`src/rtl/core/srs_pkg.sv`:
```
package srs_pkg;

  localparam int CNT_W = 20;   // period counter and integration register
  localparam int ADC_W = 16;
  localparam int IDX_W = 9;

  localparam logic [CNT_W-1:0] INTEG_RESET = 20'd1000;

  // one result item per half period
  typedef struct packed {
    logic             busy;
    logic             pixel_last;
    logic [ADC_W-1:0] pixel_value;
    logic [IDX_W-1:0] pixel_index;
    logic             pixel_valid;
    logic             sensor_start;
    logic             sensor_clock;
  } res_t;

endpackage

```
`src/rtl/core/srs_timing.sv`:
```
module srs_timing import srs_pkg::*; #(
  parameter int PIXEL_COUNT = 288,
  parameter int TAIL_CLOCKS = 87,
  parameter int LEAD_CLOCKS = 7
) (
  input  logic             clk,
  input  logic             rst,
  input  logic             step_en,
  input  logic             start_request,
  input  logic [ADC_W-1:0] adc_value,
  input  logic [CNT_W-1:0] integration_cycles,
  output res_t             res
);

  typedef enum logic [2:0] {
    PH_IDLE  = 3'd0,
    PH_PRE   = 3'd1,
    PH_LEAD  = 3'd2,
    PH_INTEG = 3'd3,
    PH_TAIL  = 3'd4,
    PH_PIX   = 3'd5
  } phase_t;

  localparam logic [CNT_W-1:0] LEAD_LIM  = CNT_W'(LEAD_CLOCKS);
  localparam logic [CNT_W-1:0] TAIL_LIM  = CNT_W'(TAIL_CLOCKS);
  localparam logic [CNT_W-1:0] PIX_LIM   = CNT_W'(PIXEL_COUNT);
  localparam logic [CNT_W-1:0] PIX_FINAL = CNT_W'(PIXEL_COUNT - 1);
  localparam logic [CNT_W-1:0] PRE_LEN   = CNT_W'(3);

  phase_t           phase, phase_next;
  logic [CNT_W-1:0] period_count, period_count_next;
  logic             half_period, half_period_next;
  logic             clock_level, clock_level_next;
  logic             start_level, start_level_next;

  always_comb begin
    phase_t           ph;
    logic [CNT_W-1:0] cnt;
    logic [CNT_W-1:0] cnt_inc;
    logic [CNT_W-1:0] limit;
    logic             hp;
    logic             go;
    logic             clk_lvl;
    logic             st_lvl;

    ph      = phase;
    cnt     = period_count;
    hp      = half_period;
    go      = 1'b1;
    clk_lvl = clock_level;
    st_lvl  = start_level;
    limit   = PIX_LIM;

    phase_next        = phase;
    period_count_next = period_count;
    half_period_next  = half_period;

    res              = '0;
    res.sensor_clock = clock_level;
    res.sensor_start = start_level;

    // idle, or an undefined code: a request starts the preamble on this tick
    case (phase)
      PH_PRE, PH_LEAD, PH_INTEG, PH_TAIL, PH_PIX: ;
      default: begin
        phase_next = PH_IDLE;
        if (start_request) begin
          ph  = PH_PRE;
          cnt = '0;
          hp  = 1'b0;
        end else begin
          go = 1'b0;
        end
      end
    endcase

    cnt_inc = cnt + 1'b1;

    if (go) begin
      res.busy = 1'b1;
      if (ph == PH_PRE) begin
        // low, high, low with start rising
        clk_lvl = (cnt == CNT_W'(1));
        st_lvl  = (cnt >= CNT_W'(2));
        if (cnt_inc >= PRE_LEN) begin
          phase_next        = PH_LEAD;
          period_count_next = '0;
          half_period_next  = 1'b0;
        end else begin
          phase_next        = PH_PRE;
          period_count_next = cnt_inc;
          half_period_next  = hp;
        end
      end else begin
        clk_lvl = !hp;
        st_lvl  = (ph == PH_LEAD) || (ph == PH_INTEG);
        if (ph == PH_PIX && !hp) begin
          res.pixel_valid = 1'b1;
          res.pixel_index = cnt[IDX_W-1:0];
          res.pixel_value = adc_value;
          res.pixel_last  = (cnt >= PIX_FINAL);
        end
        case (ph)
          PH_LEAD:  limit = LEAD_LIM;
          PH_INTEG: limit = integration_cycles;
          PH_TAIL:  limit = TAIL_LIM;
          default:  limit = PIX_LIM;
        endcase
        phase_next = ph;
        if (!hp) begin
          half_period_next  = 1'b1;
          period_count_next = cnt;
        end else begin
          half_period_next = 1'b0;
          if (cnt_inc >= limit) begin
            period_count_next = '0;
            case (ph)
              PH_LEAD:  phase_next = (integration_cycles == '0) ? PH_TAIL : PH_INTEG;
              PH_INTEG: phase_next = PH_TAIL;
              PH_TAIL:  phase_next = PH_PIX;
              default:  phase_next = PH_IDLE;
            endcase
          end else begin
            period_count_next = cnt_inc;
          end
        end
      end
      res.sensor_clock = clk_lvl;
      res.sensor_start = st_lvl;
    end

    clock_level_next = clk_lvl;
    start_level_next = st_lvl;
  end

  always_ff @(posedge clk) begin
    if (rst) begin
      phase        <= PH_IDLE;
      period_count <= '0;
      half_period  <= 1'b0;
      clock_level  <= 1'b1;
      start_level  <= 1'b0;
    end else if (step_en) begin
      phase        <= phase_next;
      period_count <= period_count_next;
      half_period  <= half_period_next;
      clock_level  <= clock_level_next;
      start_level  <= start_level_next;
    end
  end

  // start is never left high outside a frame
  a_start_idle: assert property (@(posedge clk) disable iff (rst)
    !res.busy |-> !res.sensor_start)
    else $error("start high while idle");

  // pixels are captured on the high half only
  a_pix_clk: assert property (@(posedge clk) disable iff (rst)
    res.pixel_valid |-> res.sensor_clock && !half_period)
    else $error("pixel outside high half period");

  // a final pixel ends the frame: next step sees the low half, then idle
  a_last_end: assert property (@(posedge clk) disable iff (rst)
    step_en && res.pixel_last |=> phase == PH_PIX && half_period)
    else $error("final pixel not followed by closing half period");

  // preamble never uses the half-period toggle
  a_pre_hp: assert property (@(posedge clk) disable iff (rst)
    phase == PH_PRE |-> !half_period)
    else $error("half period set in preamble");

endmodule

```
`src/rtl/core/spectrometer_readout_sequencer_top.sv`:
```
// An input transaction passes the input reg, then the result reg, to a result transaction
//   on m_axis; while m_axis holds a result back, the step and the input reg stall.
// Throughput: one input per cycle unless stalled; each item is one sensor half period,
//   stepped by a single pass through the timing logic between the two registers.
// Reset (rst, sync, active high): idle, clock level high, start low, both regs empty,
//   integration_cycles = 1000.
module spectrometer_readout_sequencer_top import srs_pkg::*; #(
  parameter int PIXEL_COUNT = 288,
  parameter int TAIL_CLOCKS = 87,
  parameter int LEAD_CLOCKS = 7
) (
  input  logic             clk,
  input  logic             rst,
  // slave side
  input  logic             s_axis_tvalid,
  output logic             s_axis_tready,
  input  logic [23:0]      s_axis_tdata,   // [0] start_request, [16:1] adc_value, pad
  // master side
  output logic             m_axis_tvalid,
  input  logic             m_axis_tready,
  output logic [31:0]      m_axis_tdata,   // [0] sensor_clock, [1] sensor_start,
                                           // [2] pixel_valid, [11:3] pixel_index,
                                           // [27:12] pixel_value, [28] busy_res, pad
  output logic             m_axis_tlast,   // pixel_last
  // integration_cycles write channel
  input  logic             cfg_valid,
  output logic             cfg_ready,
  input  logic [CNT_W-1:0] cfg_data
);

  logic             in_valid;
  logic             in_req;
  logic [ADC_W-1:0] in_adc;
  logic             out_valid;
  res_t             out_res;
  res_t             step_res;
  logic             step_en;
  logic [CNT_W-1:0] integration_cycles;

  // step whenever an item waits and the result slot is free or draining
  assign step_en       = in_valid && (!out_valid || m_axis_tready);
  assign s_axis_tready = !in_valid || step_en;
  assign cfg_ready     = 1'b1;

  always_ff @(posedge clk) begin
    if (rst) begin
      integration_cycles <= INTEG_RESET;
    end else if (cfg_valid) begin
      integration_cycles <= cfg_data;
    end
  end

  // input register
  always_ff @(posedge clk) begin
    if (rst) begin
      in_valid <= 1'b0;
    end else if (s_axis_tready) begin
      in_valid <= s_axis_tvalid;
    end
  end

  always_ff @(posedge clk) begin
    if (s_axis_tvalid && s_axis_tready) begin
      in_req <= s_axis_tdata[0];
      in_adc <= s_axis_tdata[16:1];
    end
  end

  srs_timing #(
    .PIXEL_COUNT (PIXEL_COUNT),
    .TAIL_CLOCKS (TAIL_CLOCKS),
    .LEAD_CLOCKS (LEAD_CLOCKS)
  ) u_timing (
    .clk                (clk),
    .rst                (rst),
    .step_en            (step_en),
    .start_request      (in_req),
    .adc_value          (in_adc),
    .integration_cycles (integration_cycles),
    .res                (step_res)
  );

  // result register
  always_ff @(posedge clk) begin
    if (rst) begin
      out_valid <= 1'b0;
    end else if (step_en) begin
      out_valid <= 1'b1;
    end else if (m_axis_tready) begin
      out_valid <= 1'b0;
    end
  end

  always_ff @(posedge clk) begin
    if (step_en) begin
      out_res <= step_res;
    end
  end

  assign m_axis_tvalid = out_valid;
  assign m_axis_tlast  = out_res.pixel_last;
  assign m_axis_tdata  = {3'b000, out_res.busy, out_res.pixel_value, out_res.pixel_index,
                          out_res.pixel_valid, out_res.sensor_start, out_res.sensor_clock};

endmodule

```
`config.mk`:
```
export PLATFORM = sky130hd
export DESIGN_NAME = spectrometer_readout_sequencer_top
export DESIGN_NICKNAME = d
export VERILOG_FILES = /design/src/rtl/core/srs_pkg.sv /design/src/rtl/core/srs_timing.sv /design/src/rtl/core/spectrometer_readout_sequencer_top.sv
export SDC_FILE = /design/constraint.sdc
export NUM_CORES = 1
export LEC_CHECK = 0
export BUFFER_PORTS_ARGS = -buffer_cell sky130_fd_sc_hd__buf_2
export CORE_MARGIN = 1.5
export CORE_UTILIZATION = 35
export DETAILED_ROUTE_END_ITERATION = 6
export PLACE_DENSITY = 0.6
export SYNTH_ARGS = -nofsm -noshare
export SYNTH_HDL_FRONTEND = slang
export SYNTH_HIERARCHICAL = 1
export SYNTH_SLANG_ARGS = --single-unit
```
`constraint.sdc`:
```
create_clock -name clk -period 4.69 [get_ports clk]
set_input_delay 0.938 -clock clk [delete_from_list [all_inputs] [get_ports clk]]
set_output_delay 0.938 -clock clk [all_outputs]
set_load 0.05 [all_outputs]
```
==> impl_metrics.ini <==
[run_status]
status = complete, but fails checks
violations = DRC

[synthesis]
synth-edff-count = 47
avgSynthCellArea_sq_um = 9.74
ys.flop_type = dfxtp_1
ys_async_sr_fraction = 0
syn-cell-area_sq_um = 5140
ys_seq_area_frac = 0.461
synth_top_cell_by_area = edfxtp_1
syn_inst = 528
synth_top_area_share = 0.274
yosys_warnings = 6
ys_seq_elements = 95
synthDistinctLibCells = 61
synthTopCellsByArea = edfxtp_1, dfxtp_1, ha_1, nor2_1, and2_1

[sta]
hold_ws_ns = 0.465
fin_setup_tns_ns = 0
finalClockSkew_ns = 0.00660
worst_slack_ns = 0.324
fmax_mhz = 229
rsz0062_at_grt = no
maxSlewViolCount = 0
tightest_slew_ns = 0.842
setup_viol = 0
finalCritPeriodShare = 0.931
period_needed_ns = 4.37
slew-limit-headroom = 0.439
final_hold_viol_count = 0

[clock_tree]
cts-htree-levels = 3
cts_tree = yes
clockRootBuffer = clkbuf_16
cts_sinks = 95
clk_latency_ns = 0.35
clock_path_buffers = 2
hold_buffers = 0
cts_buffers = 9
cts_resized = 0
clk_pin_slew_ns = 0.07
cts_setup_buffers = 0

[floorplan]
die_x_microns = 124
io_pins = 85
start_util = 0.357
num_rows = 44
dieHeight_microns = 124
core_area_sq_um = 14400
fp.dieArea_sq_um = 15400

[final_layout]
fillCellCount = 1429
antennaDiodeCount = 0
area_growth_pct = 17.2
final_core_util = 0.418
layout-drive-gt1-share = 0.211
layout_common_cells = buf_2, nor2_1, dfxtp_1, edfxtp_1, nand2_1
final_common_cell = buf_2
nNetsFinal = 673

[critical_path]
cp-start-kind = register
criticalPathCategory = reg2reg
cp.required_ns = 4.99
cp_top_family = compound AO/OA/AOI/OAI gates
worst_path_max_delay_cell = or4b_1
critPathBufInv = 1
crit_chain = or4b_1 > and3_1 > ha_1 > buf_4 > xnor2_1 > ha_1 > a211o_1 > a31oi_1 > o221ai_1 > a221oi_1 > o21ai_1 > or3_1 > a21oi_4 > mux2_2
end_kind = register
path_max_fanout = 8
slowest_delay_ns = 0.55
cp_common_cell = ha_1
crit_arrival_ns = 4.67

[global_routing]
use_met2 = 0.259
grt_usage = 0.161
grt_overflow = 0
top_usage_layer = met2
grt_pass1_wl_microns = 20000
grt_antenna_before_repair = 0
grt_use_met3 = 0.0289
grt_max_degree = 44
use_met1 = 0.216
grt_pass1_vias = 3967

[worst_hold_path]
min_path_type = reg2reg

[routing]
num_vias = 4218
routed_via_density = 5.34
ant_nets = 0
dr.first_iter.drc_count = 234
routed_wl_microns = 12400
wire_per_inst_microns = 15.7
drt_pass1_iterations = 7
drc = 1

[placed_design]
port_buffers = 73
dp_hpwl_microns = 8890
gp_congestion = 0.852
dp_worst_setup_slack_ns = 0.317

[pwr]
p_leak_nw = 2.41
ir_worst_vdd_v = 0.000281
power_density_nw_per_um2 = 302

[flow_run]
cap_violations = 0
[where the power goes]
| group | internal (mW) | switching, mW |
|---|---|---|
| logic | 0.0535 | 0.119 |
| registers | 0.904 | 0.0174 |
| clock network | 0.375 | 0.350 |
| total | 1.33 | 0.487 |
[final timing paths]
path / startpoint / endpoint / slack, ns / depth (start not counted)
worst max-delay path: in_req / u_timing/period_count[0] / 0.32 / 14
worst min-delay path: in_valid / m_axis_tvalid / 0.46 / 2
worst max register to register: in_req / u_timing/period_count[0] / 0.32 / 14
worst min register to register: in_valid / m_axis_tvalid / 0.46 / 2
[cells by family (layout without fill, tap and decap cells)]
logic type / Yosys count / count (layout) / synth area share
compound gates: 109 / 109 / 0.142
xor+xnor: 18 / 18 / 0.0306
fa+ha+maj: 23 / 23 / 0.0559
buf+inv: 52 / 128 / 0.0516
flops: 95 / 95 / 0.461
mux: 18 / 18 / 0.0355
other cells: 2 / 4 / 0.00146
simple gates: 211 / 211 / 0.222
[Yosys cell counts, types with 7 or more instances]
master,n
and2_1,30
o21ai_0,14
nand4_1,7
a31oi_1,10
inv_1,12
nand3_1,9
nor2_1,54
dfxtp_1,48
a22o_1,7
a22oi_1,8
nor4_1,11
and3_1,8
mux2i_1,16
nor2b_1,11
nand2_1,43
a21oi_1,32
xnor2_1,14
ha_1,23
clkbuf_1,24
edfxtp_1,47
a211o_1,8
[flip-flops by register name, indices dropped and copies added, names as in the netlist, 3 cells and up]
| name | cells |
|---|---|
| u_timing/phase | 3 |
| m_axis_tdata | 29 |
| u_timing/period_count | 20 |
| in_adc | 16 |
| integration_cycles | 20 |
[area by class of cell]
class / instances / area [sq um] / share of cell area
multi-input combinational: 383 / 2520 / 0.417
sequential: 95 / 2370 / 0.394
timing repair buffer: 100 / 568 / 0.0942
tap: 184 / 230 / 0.0382
clock buffer: 9 / 225 / 0.0374
clock inverter: 7 / 71.3 / 0.0118
inverter: 12 / 45.0 / 0.00747
[through the flow]
stage	std cells	cell area, sq um	power [mW]
global route	790	6030	1.89
CTS	790	6030	1.84
detailed placement	774	5730	1.11
finish	790	6030	1.82
global placement	774	5730	1.11
floorplan	530	5150	1.06
[worst reg2reg max path, delay by kind of cell, from the launching register on]
family                     cells  cell delay [ns]
buffers and inverters          1             0.17
adders and majority gates      2             0.58
and+or+nand+nor                3             1.22
muxes                          1             0.22
DFF                            1             0.41
xor gates and xnor gates       1             0.33
AOI/OAI and AO/OA              6             1.40
[routing by layer]
layer,part of all wire,wire length [microns]
met3,0.051,637
met1,0.47,5760
met2,0.47,5820
met4,0.012,154
met5,0,0
Note: power is estimated with default switching activity, not from simulation.
